[src/rtl/mlpq_pkg.sv]
`timescale 1ns / 1ps

package mlpq_pkg;

  // Default sizing
  localparam int LEVELS_DEF = 8;
  localparam int DEPTH_DEF  = 16;

  // Configuration register widths and reset values
  localparam int ACT_W     = 4;
  localparam int CAP_W     = 5;
  localparam int CFG_W     = 5;
  localparam int CFG_IDX_W = 2;

  localparam logic [ACT_W-1:0] ACT_RESET = 4'd8;
  localparam logic [CAP_W-1:0] CAP_RESET = 5'd16;

  // Configuration register indexes
  localparam logic [CFG_IDX_W-1:0] REG_ACTIVE_LEVELS  = 2'd0;
  localparam logic [CFG_IDX_W-1:0] REG_QUEUE_CAPACITY = 2'd1;

  // Operation codes
  localparam logic FUNC_ENQ = 1'b0;
  localparam logic FUNC_DEQ = 1'b1;

  // Payload widths
  localparam int WORD_W  = 32;
  localparam int LEVEL_W = 4;

  typedef enum logic [2:0] {
    STAT_ENQ = 3'd0,
    STAT_DEQ = 3'd1,
    STAT_OVF = 3'd2,
    STAT_UNF = 3'd3,
    STAT_BAD = 3'd4
  } status_t;

  typedef enum logic [1:0] {
    S_IDLE,
    S_PTR,
    S_SLOT,
    S_RES
  } state_t;

  // Update of the per-level nonempty flags
  typedef struct packed {
    logic set;
    logic clr;
  } flag_ctl_t;

endpackage

[src/rtl/multi_level_priority_queue.sv]
`timescale 1ns / 1ps
// Path from input transfer to result valid: invalid level or underflow goes to S_RES,
// enqueue or overflow through S_PTR and S_RES, dequeue through S_PTR, S_SLOT and S_RES.
// One item at a time: no new item is taken until the last result is in the output register;
// the path is set by the pointer memory read followed by the slot memory read.
// Reset clears the FSM, the output valid and the level flags and loads active_levels 8,
// queue_capacity 16; the slot and pointer memories are not cleared (flags gate them).

module multi_level_priority_queue #(
  parameter int LEVELS = mlpq_pkg::LEVELS_DEF,
  parameter int DEPTH  = mlpq_pkg::DEPTH_DEF
) (
  input  logic                           clk,
  input  logic                           rst,
  input  logic                           s_axis_tvalid,
  output logic                           s_axis_tready,
  input  logic [39:0]                    s_axis_tdata,  // level[3:0], data[35:4], zero pad
  input  logic [0:0]                     s_axis_tuser,  // func[0]
  output logic                           m_axis_tvalid,
  input  logic                           m_axis_tready,
  output logic [39:0]                    m_axis_tdata,  // out_data[31:0], served_level[35:32]
  output logic [2:0]                     m_axis_tuser,  // status[2:0]
  input  logic                           cfg_we,
  input  logic [mlpq_pkg::CFG_IDX_W-1:0] cfg_addr,
  input  logic [mlpq_pkg::CFG_W-1:0]     cfg_wdata
);
  import mlpq_pkg::*;

  localparam int LW      = (LEVELS > 1) ? $clog2(LEVELS) : 1;
  localparam int DW      = (DEPTH > 1) ? $clog2(DEPTH) : 1;
  localparam int ENTRIES = LEVELS * DEPTH;
  localparam int AW      = (ENTRIES > 1) ? $clog2(ENTRIES) : 1;

  state_t state, state_next;

  // Configuration
  logic [ACT_W-1:0] act_levels;
  logic [CAP_W-1:0] queue_cap;
  logic [LW:0]      nlev;
  logic [DW:0]      cap_eff;

  // Item in flight
  logic              op_deq;
  logic [LW-1:0]     q;
  logic [WORD_W-1:0] word;
  status_t           res_status;
  logic [WORD_W-1:0] res_data;
  logic [LEVEL_W-1:0] res_level;

  // Output register
  logic               m_valid;
  status_t            m_status;
  logic [WORD_W-1:0]  m_data;
  logic [LEVEL_W-1:0] m_level;

  // Input fields
  logic               in_func;
  logic [LEVEL_W-1:0] in_level;
  logic [WORD_W-1:0]  in_data;
  logic               in_xfer;
  logic               lvl_ok;
  logic [LW-1:0]      q_in;

  // Memories and flags
  logic              ptr_we;
  logic [LW-1:0]     ptr_raddr;
  logic [2*DW-1:0]   ptr_wdata, ptr_rdata;
  logic              slot_we;
  logic [AW-1:0]     slot_waddr, slot_raddr;
  logic [WORD_W-1:0] slot_rdata;
  flag_ctl_t         flag_ctl;
  logic              flag_q, found;
  logic [LW-1:0]     first;

  logic [DW-1:0] head, tail;
  logic [DW:0]   tail_inc;
  logic [AW-1:0] base;
  status_t       calc_status;
  logic          out_free;

  assign in_func  = s_axis_tuser[0];
  assign in_level = s_axis_tdata[3:0];
  assign in_data  = s_axis_tdata[35:4];
  assign in_xfer  = s_axis_tvalid && s_axis_tready;

  // Clamp configuration to the built sizes
  always_comb begin
    nlev = (32'(act_levels) > LEVELS) ? (LW+1)'(LEVELS) : (LW+1)'(act_levels);
    if (queue_cap == '0) begin
      cap_eff = (DW+1)'(1);
    end else if (32'(queue_cap) > DEPTH) begin
      cap_eff = (DW+1)'(DEPTH);
    end else begin
      cap_eff = (DW+1)'(queue_cap);
    end
  end

  assign lvl_ok = (in_level != '0) && (32'(in_level) <= 32'(nlev));
  assign q_in   = LW'(32'(in_level) - 32'd1);

  assign head     = ptr_rdata[2*DW-1:DW];
  assign tail     = ptr_rdata[DW-1:0];
  assign tail_inc = (DW+1)'(tail) + (DW+1)'(1);
  assign base     = AW'(32'(q) * DEPTH);
  assign out_free = !m_valid || m_axis_tready;

  mlpq_ram #(.WIDTH(2 * DW), .ENTRIES(LEVELS)) u_ptr_ram (
    .clk   (clk),
    .we    (ptr_we),
    .waddr (q),
    .wdata (ptr_wdata),
    .raddr (ptr_raddr),
    .rdata (ptr_rdata)
  );

  mlpq_ram #(.WIDTH(WORD_W), .ENTRIES(ENTRIES)) u_slot_ram (
    .clk   (clk),
    .we    (slot_we),
    .waddr (slot_waddr),
    .wdata (word),
    .raddr (slot_raddr),
    .rdata (slot_rdata)
  );

  mlpq_sel #(.LEVELS(LEVELS)) u_sel (
    .clk    (clk),
    .rst    (rst),
    .ctl    (flag_ctl),
    .idx    (q),
    .lim    (nlev),
    .flag_q (flag_q),
    .found  (found),
    .first  (first)
  );

  // Next state
  always_comb begin
    state_next = state;
    case (state)
      S_IDLE: begin
        if (in_xfer) begin
          if (in_func == FUNC_DEQ) begin
            state_next = found ? S_PTR : S_RES;
          end else begin
            state_next = lvl_ok ? S_PTR : S_RES;
          end
        end
      end
      S_PTR:   state_next = op_deq ? S_SLOT : S_RES;
      S_SLOT:  state_next = S_RES;
      S_RES:   state_next = out_free ? S_IDLE : S_RES;
      default: state_next = S_IDLE;
    endcase
  end

  // Memory, flag and handshake controls
  always_comb begin
    s_axis_tready = 1'b0;
    ptr_raddr     = (in_func == FUNC_DEQ) ? first : q_in;
    ptr_we        = 1'b0;
    ptr_wdata     = ptr_rdata;
    slot_we       = 1'b0;
    slot_waddr    = base;
    slot_raddr    = base + AW'(head);
    flag_ctl      = '0;
    calc_status   = STAT_DEQ;
    case (state)
      S_IDLE: s_axis_tready = 1'b1;
      S_PTR: begin
        if (op_deq) begin
          // Pop the head; drop the level when it empties
          if (head == tail) begin
            flag_ctl.clr = 1'b1;
          end else begin
            ptr_we    = 1'b1;
            ptr_wdata = {head + DW'(1), tail};
          end
        end else if (!flag_q) begin
          // First word restarts the queue at slot zero
          slot_we      = 1'b1;
          ptr_we       = 1'b1;
          ptr_wdata    = '0;
          flag_ctl.set = 1'b1;
          calc_status  = STAT_ENQ;
        end else if (tail_inc < cap_eff) begin
          slot_we     = 1'b1;
          slot_waddr  = base + AW'(tail_inc);
          ptr_we      = 1'b1;
          ptr_wdata   = {head, tail_inc[DW-1:0]};
          calc_status = STAT_ENQ;
        end else begin
          calc_status = STAT_OVF;
        end
      end
      default: ;
    endcase
  end

  // Control registers
  always_ff @(posedge clk) begin
    if (rst) begin
      state      <= S_IDLE;
      m_valid    <= 1'b0;
      act_levels <= ACT_RESET;
      queue_cap  <= CAP_RESET;
    end else begin
      state <= state_next;
      if (state == S_RES && out_free) begin
        m_valid <= 1'b1;
      end else if (m_axis_tready) begin
        m_valid <= 1'b0;
      end
      if (cfg_we) begin
        case (cfg_addr)
          REG_ACTIVE_LEVELS:  act_levels <= cfg_wdata[ACT_W-1:0];
          REG_QUEUE_CAPACITY: queue_cap  <= cfg_wdata[CAP_W-1:0];
          default: ;
        endcase
      end
    end
  end

  // Item and result payload
  always_ff @(posedge clk) begin
    case (state)
      S_IDLE: begin
        if (in_xfer) begin
          op_deq    <= (in_func == FUNC_DEQ);
          q         <= (in_func == FUNC_DEQ) ? first : q_in;
          word      <= in_data;
          res_data  <= '0;
          res_level <= '0;
          if (in_func == FUNC_DEQ) begin
            res_status <= found ? STAT_DEQ : STAT_UNF;
          end else begin
            res_status <= lvl_ok ? STAT_ENQ : STAT_BAD;
          end
        end
      end
      S_PTR: begin
        res_status <= calc_status;
        res_level  <= op_deq ? LEVEL_W'(32'(q) + 32'd1) : '0;
      end
      S_SLOT: res_data <= slot_rdata;
      S_RES: begin
        if (out_free) begin
          m_status <= res_status;
          m_data   <= res_data;
          m_level  <= res_level;
        end
      end
      default: ;
    endcase
  end

  assign m_axis_tvalid = m_valid;
  assign m_axis_tdata  = {4'b0, m_level, m_data};
  assign m_axis_tuser  = m_status;

  // The block is never ready in the cycle after an input transfer
  assert property (@(posedge clk) disable iff (rst)
    in_xfer |=> !s_axis_tready)
    else $error("input taken on consecutive cycles");

  // Only dequeue results carry a word and a level
  assert property (@(posedge clk) disable iff (rst)
    m_valid && (m_status != STAT_DEQ) |-> (m_data == '0) && (m_level == '0))
    else $error("non-dequeue result with payload");

  // A dequeue always names a real level
  assert property (@(posedge clk) disable iff (rst)
    m_valid && (m_status == STAT_DEQ) |-> (m_level != '0))
    else $error("dequeue without level");

  // Flags are never set and cleared together
  assert property (@(posedge clk) disable iff (rst)
    !(flag_ctl.set && flag_ctl.clr))
    else $error("flag set and clear collide");

  // Memory writes happen only while pointers are being updated
  assert property (@(posedge clk) disable iff (rst)
    (slot_we || ptr_we) |-> (state == S_PTR))
    else $error("memory write outside pointer update");

endmodule

[src/rtl/mlpq_ram.sv]
`timescale 1ns / 1ps

module mlpq_ram #(
  parameter int WIDTH   = 32,
  parameter int ENTRIES = 128,
  parameter int AW      = (ENTRIES > 1) ? $clog2(ENTRIES) : 1
) (
  input  logic             clk,
  input  logic             we,
  input  logic [AW-1:0]    waddr,
  input  logic [WIDTH-1:0] wdata,
  input  logic [AW-1:0]    raddr,
  output logic [WIDTH-1:0] rdata
);

  logic [WIDTH-1:0] mem [ENTRIES];

  // Write port
  always_ff @(posedge clk) begin
    if (we) begin
      mem[waddr] <= wdata;
    end
  end

  // Registered read port
  always_ff @(posedge clk) begin
    rdata <= mem[raddr];
  end

endmodule

[src/rtl/mlpq_sel.sv]
`timescale 1ns / 1ps

module mlpq_sel #(
  parameter int LEVELS = mlpq_pkg::LEVELS_DEF,
  parameter int LW     = (LEVELS > 1) ? $clog2(LEVELS) : 1
) (
  input  logic               clk,
  input  logic               rst,
  input  mlpq_pkg::flag_ctl_t ctl,
  input  logic [LW-1:0]      idx,
  input  logic [LW:0]        lim,
  output logic               flag_q,
  output logic               found,
  output logic [LW-1:0]      first
);
  import mlpq_pkg::*;

  logic [LEVELS-1:0] nonempty;

  // Set on first enqueue, clear when the last word leaves
  always_ff @(posedge clk) begin
    if (rst) begin
      nonempty <= '0;
    end else if (ctl.set) begin
      nonempty[idx] <= 1'b1;
    end else if (ctl.clr) begin
      nonempty[idx] <= 1'b0;
    end
  end

  assign flag_q = nonempty[idx];

  // Lowest-numbered nonempty active level wins
  always_comb begin
    found = 1'b0;
    first = '0;
    for (int i = LEVELS - 1; i >= 0; i--) begin
      if (nonempty[i] && ((LW+1)'(i) < lim)) begin
        found = 1'b1;
        first = LW'(i);
      end
    end
  end

endmodule

[config.mk]
export PLATFORM = sky130hd
export DESIGN_NAME = multi_level_priority_queue
export DESIGN_NICKNAME = d
export VERILOG_FILES = /design/src/rtl/mlpq_pkg.sv /design/src/rtl/multi_level_priority_queue.sv /design/src/rtl/mlpq_ram.sv /design/src/rtl/mlpq_sel.sv
export SDC_FILE = /design/constraint.sdc
export NUM_CORES = 2
export LEC_CHECK = 0
export CAP_MARGIN = 0
export CORE_AREA = 2 2 745 747
export CTS_CLUSTER_SIZE = 28
export DETAILED_ROUTE_END_ITERATION = 8
export DIE_AREA = 0 0 747 749
export DONT_BUFFER_PORTS = 1
export SYNTH_ARGS = -nofsm -noshare
export SYNTH_HDL_FRONTEND = slang
export SYNTH_MEMORY_MAX_BITS = 65536
export SYNTH_SLANG_ARGS = --single-unit
export TNS_END_PERCENT = 1
[constraint.sdc]
create_clock -name clk -period 5.35 [get_ports clk]
set_input_delay 0.8025 -clock clk [delete_from_list [all_inputs] [get_ports clk]]
set_output_delay 0.8025 -clock clk [all_outputs]
set_load 0.01 [all_outputs]
# Word-level counts from Yosys, hierarchy flattened
# Memories as Yosys holds them, arrays and structs flattened. A register that Yosys moved wholly into a read port is not among the register bits.
# Cells that the tools add are included.
# W data, S select, Z words.
classes:
  add_sub_neg: 6
  bitwise: 3
  n_reduce_logical: 28
  n_eq_ne: 6
  order_cmp: 14
  mux: 74
op_table:
  columns: ["op", "count"]
  rows:
  - ["$pmux W32 S2", 1]
  - ["$mux W8", 6]
  - ["$mux W3", 12]
  - ["$mux W32", 1]
  - ["$mux W1", 29]
  - ["$mux W7", 4]
  - ["$mux W2", 10]
  - ["$lt A3 B4 Y1 const A", 4]
  - ["$mux W4", 4]
  - ["$logic_and A1 B1 Y1", 12]
  - ["$reduce_and A2 Y1", 6]
  - ["$mux W5", 2]
  - ["$and A8 B8 Y8", 1]
  - ["$lt A1 B4 Y1 const A", 2]
  - ["$lt A2 B4 Y1 const A", 2]
  - ["$not A8 Y8", 1]
  - ["$or A8 B8 Y8", 1]
  - ["$pmux W2 S4", 1]
  - ["$pmux W4 S2", 1]
  - ["$reduce_bool A2 Y1", 4]
  - ["$add A7 B4 Y7", 1]
  - ["$add A7 B5 Y7", 1]
  - ["$pmux W3 S2", 1]
  - ["$add A4 B1 Y5 const B", 1]
  - ["other kinds (20)", 23]
word_totals:
  input_bits: 53
  memories: 2
  ramBits: 4160
  output_inout_bits: 45
  register_bits: 134
  word_cells: 147
mem_list:
  columns: ["name", "words", "word_bits", "rd", "rd_ports_with_merged_regs", "wr", "line_no", "text"]
  rows:
  - ["u_slot_ram.mem", 128, 32, 1, 1, 1, "mlpq_ram.sv:16", "logic [WIDTH-1:0] mem [ENTRIES];"]
  - ["u_ptr_ram.mem", 8, 8, 1, 1, 1, "mlpq_ram.sv:16", null]

# Logic depth before layout (Yosys ltp)
depth:
  word_depth: 16
  ltp_mapped: 15

# Hierarchy
# From an unflattened synthesis, not the netlist that was laid out.
unflattened:
  hier_cells: 6507
  area_unflattened_um2: 164634.1
modules_own_cells:
  columns: ["module", "seq_area_each_um2", "cells_per_inst", "area_per_inst_um2", "n_inst"]
  rows:
  - ["mlpq_ram (u_slot_ram)", 123638.6, 5990, 156276.1, 1]
  - ["multi_level_priority_queue", 3663.5, 333, 5081.1, 1]
  - ["mlpq_ram (u_ptr_ram)", 2082.0, 114, 2691.3, 1]
  - ["mlpq_sel", 160.2, 70, 585.6, 1]

# Least setup slack after synthesis
# Ideal clock, no wire load.
synth_path:
  kind: "reg2reg"
  from: "reg u_ptr_ram.rdata[2], read port of u_ptr_ram.mem"
  to: "mem u_slot_ram.mem[82][0] (enable)"
  stages_incl_launch_ff: 14
  arrival_time_ps: 4899
  setup_slack_ps: -10
  required_ps: 4889
  setup_time_ps: 461
  period_less_slack_ps: 5360
  path_cell_list: "dfxtp_1 nand3_1 xor2_1 inv_1 ha_1 o21a_1 nand2_1 o21ai_2 clkinv_4 ha_1 nor2b_1 nand2_1 clkbuf_1 nor3_1"
synth_between:
  elab_chain_len: 8
  elab_cells_between_ends: 13
  classes_between: "add/sub (2); order compare (1); mux (10)"
synth_rtl:
  columns: ["element", "line_no", "text"]
  rows:
  - ["from (decl)", "mlpq_ram.sv:13", "output logic [WIDTH-1:0] rdata"]
  - ["$add A4 B1 Y5 *", "multi_level_priority_queue.sv:103", "assign tail_inc = (DW+1)'(tail) + (DW+1)'(1);"]
  - ["$lt A5 B5 Y1", "multi_level_priority_queue.sv:185", "end else if (tail_inc < cap_eff) begin"]
  - ["$mux W1", "multi_level_priority_queue.sv:185", null]
  - ["$mux W1", "multi_level_priority_queue.sv:178", "end else if (!flag_q) begin"]
  - ["$mux W1", "multi_level_priority_queue.sv:170", "if (op_deq) begin"]
  - ["$mux W1", "multi_level_priority_queue.sv:167", "case (state)"]
  - ["$mux W1", "mlpq_ram.sv:20", "if (we) begin"]
  - ["$mux W1 (implied by the code)", "mlpq_ram.sv:21", "mem[waddr] <= wdata;"]
  - ["to (decl)", "mlpq_ram.sv:16", null]
# Mark *: on every way between the ends. The rest lies on a longest branch, timed or not.

# Final worst setup path
layout_path:
  from: "reg u_ptr_ram.rdata[0], read port of u_ptr_ram.mem"
  to: "mem u_slot_ram.mem[45][22] (enable)"
# Same word-level chain as after synthesis.

==> results.toml <==
[run_status]
status = "complete, no violations"

[placed_design]
placed_cells = 14458
gp_congestion = 0.872
dpl.hpwl_um = 273000
io_buffers = 0
dpl_cell_area_sq_um = 177000

[floorplan]
die_y_um = 749
ios = 98
core_area_sq_um = 551000
initial_core_util = 0.299
die_x_um = 747
die-area_sq_um = 560000
rows = 273

[timing]
rsz0062_at_grt = "no"
setup_viol = 0
drv_slew = 0
finalHoldViolations = 0
worst-slew-pin-transition_ns = 1.36
fmax_mhz = 203
slew_headroom = 0.0857
skew_ns = 0.0660
whs_ns = 0.101
period_needed_ns = 4.93
min_period_over_period = 0.922

[detailed_routing]
vias_per_cell = 5.19
routedWlPerCell_um = 30.1
drtIter0Drc = 12461
antenna_left = 0
dr.pass1.iters = 6
via_count = 79565
drc_errors = 0
wirelength_um = 462000

[min_path]
hold_path.class = "primary input to flip-flop"
whs_path_depth = 2

[cells_and_area]
fin_cells = 15323
fill_cells = 50376
nNetsFinal = 7720
multi_input_area_sq_um = 34500
seqCellArea_sq_um = 130000
drive_above_1_share = 0.282
area_delta_synth_final_pct = 16.3
design_area_sq_um = 192000

[clock_tree]
root_buffer = "clkbuf_16"
post_cts_buffers = 0
cts_tree = "done"
cts.clk_slew.worst_paths_ns = 0.06
htree_levels = 5
clock_latency_ns = 1.00
cts_buffer_depth = 4
numCtsBuffers = 437
cts_sinks = 4334

[grt]
grt_max_degree = 129
grt_pass1_vias = 77816
antenna_found_initial = 31
grt_pass1_wl_um = 631000
track_usage = 0.159
gr-total-overflow = 0

[synthesis]
yosysTopAreaCell = "edfxtp_1"
postSynthCellCount = 7127
syn_avg_cell_area_sq_um = 23.1
synth_area_sq_um = 165000
synthDistinctLibCells = 60
synthTopCellsByArea = "edfxtp_1 78%, mux4_2 14%, mux2i_1 3.5%"
yosys_warnings = 0
synth-seq-area-share = 0.786
synth-edff-count = 4274
ys.flop_type = "edfxtp_1"
synth_top_area_frac = 0.779
ys_ff_latch = 4334
synth-async-reset-ratio = 0

[setup_path]
critPathKind = "flip-flop to flip-flop"
rr_worst_depth = 14
cp-start-kind = "flip-flop"
cp_max_fo = 22
critical_path_arrival_ns = 5.52
end_kind = "flip-flop"
critPathRequiredTime_ns = 5.94

[power]
power_density_nw_per_um2 = 410
vdd_drop_max_mv = 0.293
cellLeakagePower_nw = 60.4

[job]
maxCapViolCount = 0
==> synthesized netlist by cell type, drive strengths merged, types with 2 or more instances <==
| cell type | count |
|---|---|
| a31oi | 4 |
| nand2 | 93 |
| a22oi | 2 |
| or2 | 4 |
| nand3 | 23 |
| o21ai | 23 |
| xnor2 | 2 |
| ha | 16 |
| o31ai | 6 |
| nand2b | 8 |
| clkbuf | 194 |
| nor3 | 118 |
| and2 | 36 |
| a211oi | 3 |
| mux4 | 1024 |
| nor4b | 2 |
| xor2 | 7 |
| o21a | 4 |
| o22ai | 262 |
| dfxtp | 60 |
| o41ai | 3 |
| inv | 13 |
| mux2 | 8 |
| a22o | 3 |
| buf | 199 |
| and3 | 2 |
| nand4 | 2 |
| or4 | 2 |
| a21oi | 13 |
| edfxtp | 4274 |
| mux2i | 569 |
| nor4 | 71 |
| or3 | 4 |
| nor2 | 46 |
| nor2b | 13 |
==> area by class of cell <==
cell class,count,share of cell area
clock inverters,261,0.0126
inverters,14,0.000300
multi-input cells,2389,0.180
repair buffers,475,0.0239
clock buffers,537,0.0598
diodes,26,0.000339
well taps,7287,0.0476
flip-flops and latches,4334,0.676
==> worst max-delay path: stages, from the launching register on <==
cell and delay (ns):
dfxtp_1 0.44, nand3_1 0.13, xor2_1 0.26, inv_1 0.18
ha_1 0.25, or2_2 0.31, a21oi_1 0.18, o21ai_2 0.19
clkinv_4 0.12, ha_1 0.30, nor2b_1 0.22, nand2_1 0.13
buf_12 0.19, nor3_2 1.08, buf_4 0.51
==> placed cells by master (no fill, tap or decap), types with 8 or more instances in the layout <==
master         instances
clkbuf_16            439
mux2_2                 8
buf_4                360
nand2_2               11
o21ai_0               21
nor2_1                29
clkbuf_1              86
ha_1                  16
mux2i_1              567
nand3_2                8
nor2b_1               11
clkinv_1             101
diode_2               26
and2_1                35
clkinv_2              74
clkinv_4               8
inv_6                  9
bufinv_16             33
mux4_2              1024
dfxtp_1               57
nand2_1               82
nor3_2                91
a21oi_1               13
nor4_1                66
buf_12                73
clkbuf_8              12
nor3_4                21
nor2_4                17
dlygate4sd3_1         41
clkinvlp_4            19
inv_1                 13
o22ai_1              261
nand3_1               14
edfxtp_1            4274
==> sequential cells by signal (all words and copies together), names as in the netlist, 5 cells and up, named ones only <==
| name | cells |
|---|---|
| u_ptr_ram.mem | 64 |
| u_slot_ram.mem | 4096 |
| res_data | 32 |
| m_data | 32 |
| u_ptr_ram.rdata | 8 |
| queue_cap | 5 |
| u_slot_ram.rdata | 32 |
| word | 32 |
==> per-stage QoR <==
stage	setup WS (ns)	power (mW)	utilization	setup TNS, ns
finish	0.419	78.6	0.348	0
global route	0.206	80.6	0.348	0
CTS	0.412	79.1	0.348	0
detailed placement	0.417	49.5	0.322	0
global placement	0.252	49.4	0.322	0
floorplan	-0.00991	44.7	-	-4.09
==> metal layers <==
metal	track usage	wire, um
met1	0.213	179000
met5	0	34
met4	0.0700	23500
met2	0.252	215000
met3	0.0314	44300
==> path summary, 6_finish.rpt <==
| path | from | endpoint | slack (ns) |
|---|---|---|---|
| setup / recovery | u_ptr_ram.rdata[0]$_DFF_P_ | u_slot_ram.mem[45][22]$_DFFE_PP_ | 0.42 |
| hold / removal | s_axis_tuser | state[1]$_SDFFE_PP0P_ | 0.10 |
| setup reg to reg | u_ptr_ram.rdata[0]$_DFF_P_ | u_slot_ram.mem[45][22]$_DFFE_PP_ | 0.42 |
| hold reg to reg | res_data[28]$_SDFFCE_PN0P_ | m_data[28]$_DFFE_PP_ | 0.42 |
==> report_power, final <==
part	switching (mW)	leakage [nW]	total [mW]	internal, mW
combinational	6.65	14.6	10.4	3.78
sequential	0.408	39.0	38.4	38.0
clock	12.9	6.75	29.7	16.8
total	20.0	60.4	78.6	58.6
==> logic make-up after synthesis <==
logic type	Yosys count	share of synthesized area
other	1	0.0000227
AND/OR/NAND/NOR	427	0.0139
XOR/XNOR	9	0.000478
multiplexers	1601	0.175
flip-flops	4334	0.786
adder cells (fa/ha/maj)	16	0.00121
buffers and inverters	407	0.0107
AO/OA/AOI/OAI	332	0.0129
==> repair_timing <==
item / 4_1_cts / 5_1_grt
gates resized for setup: 0 / 0
setup endpoints to repair: 0 / 0
hold buffers: 41 / 0
endpoints found under the hold margin: 53 / 0
(Power assumes the default switching activity.)
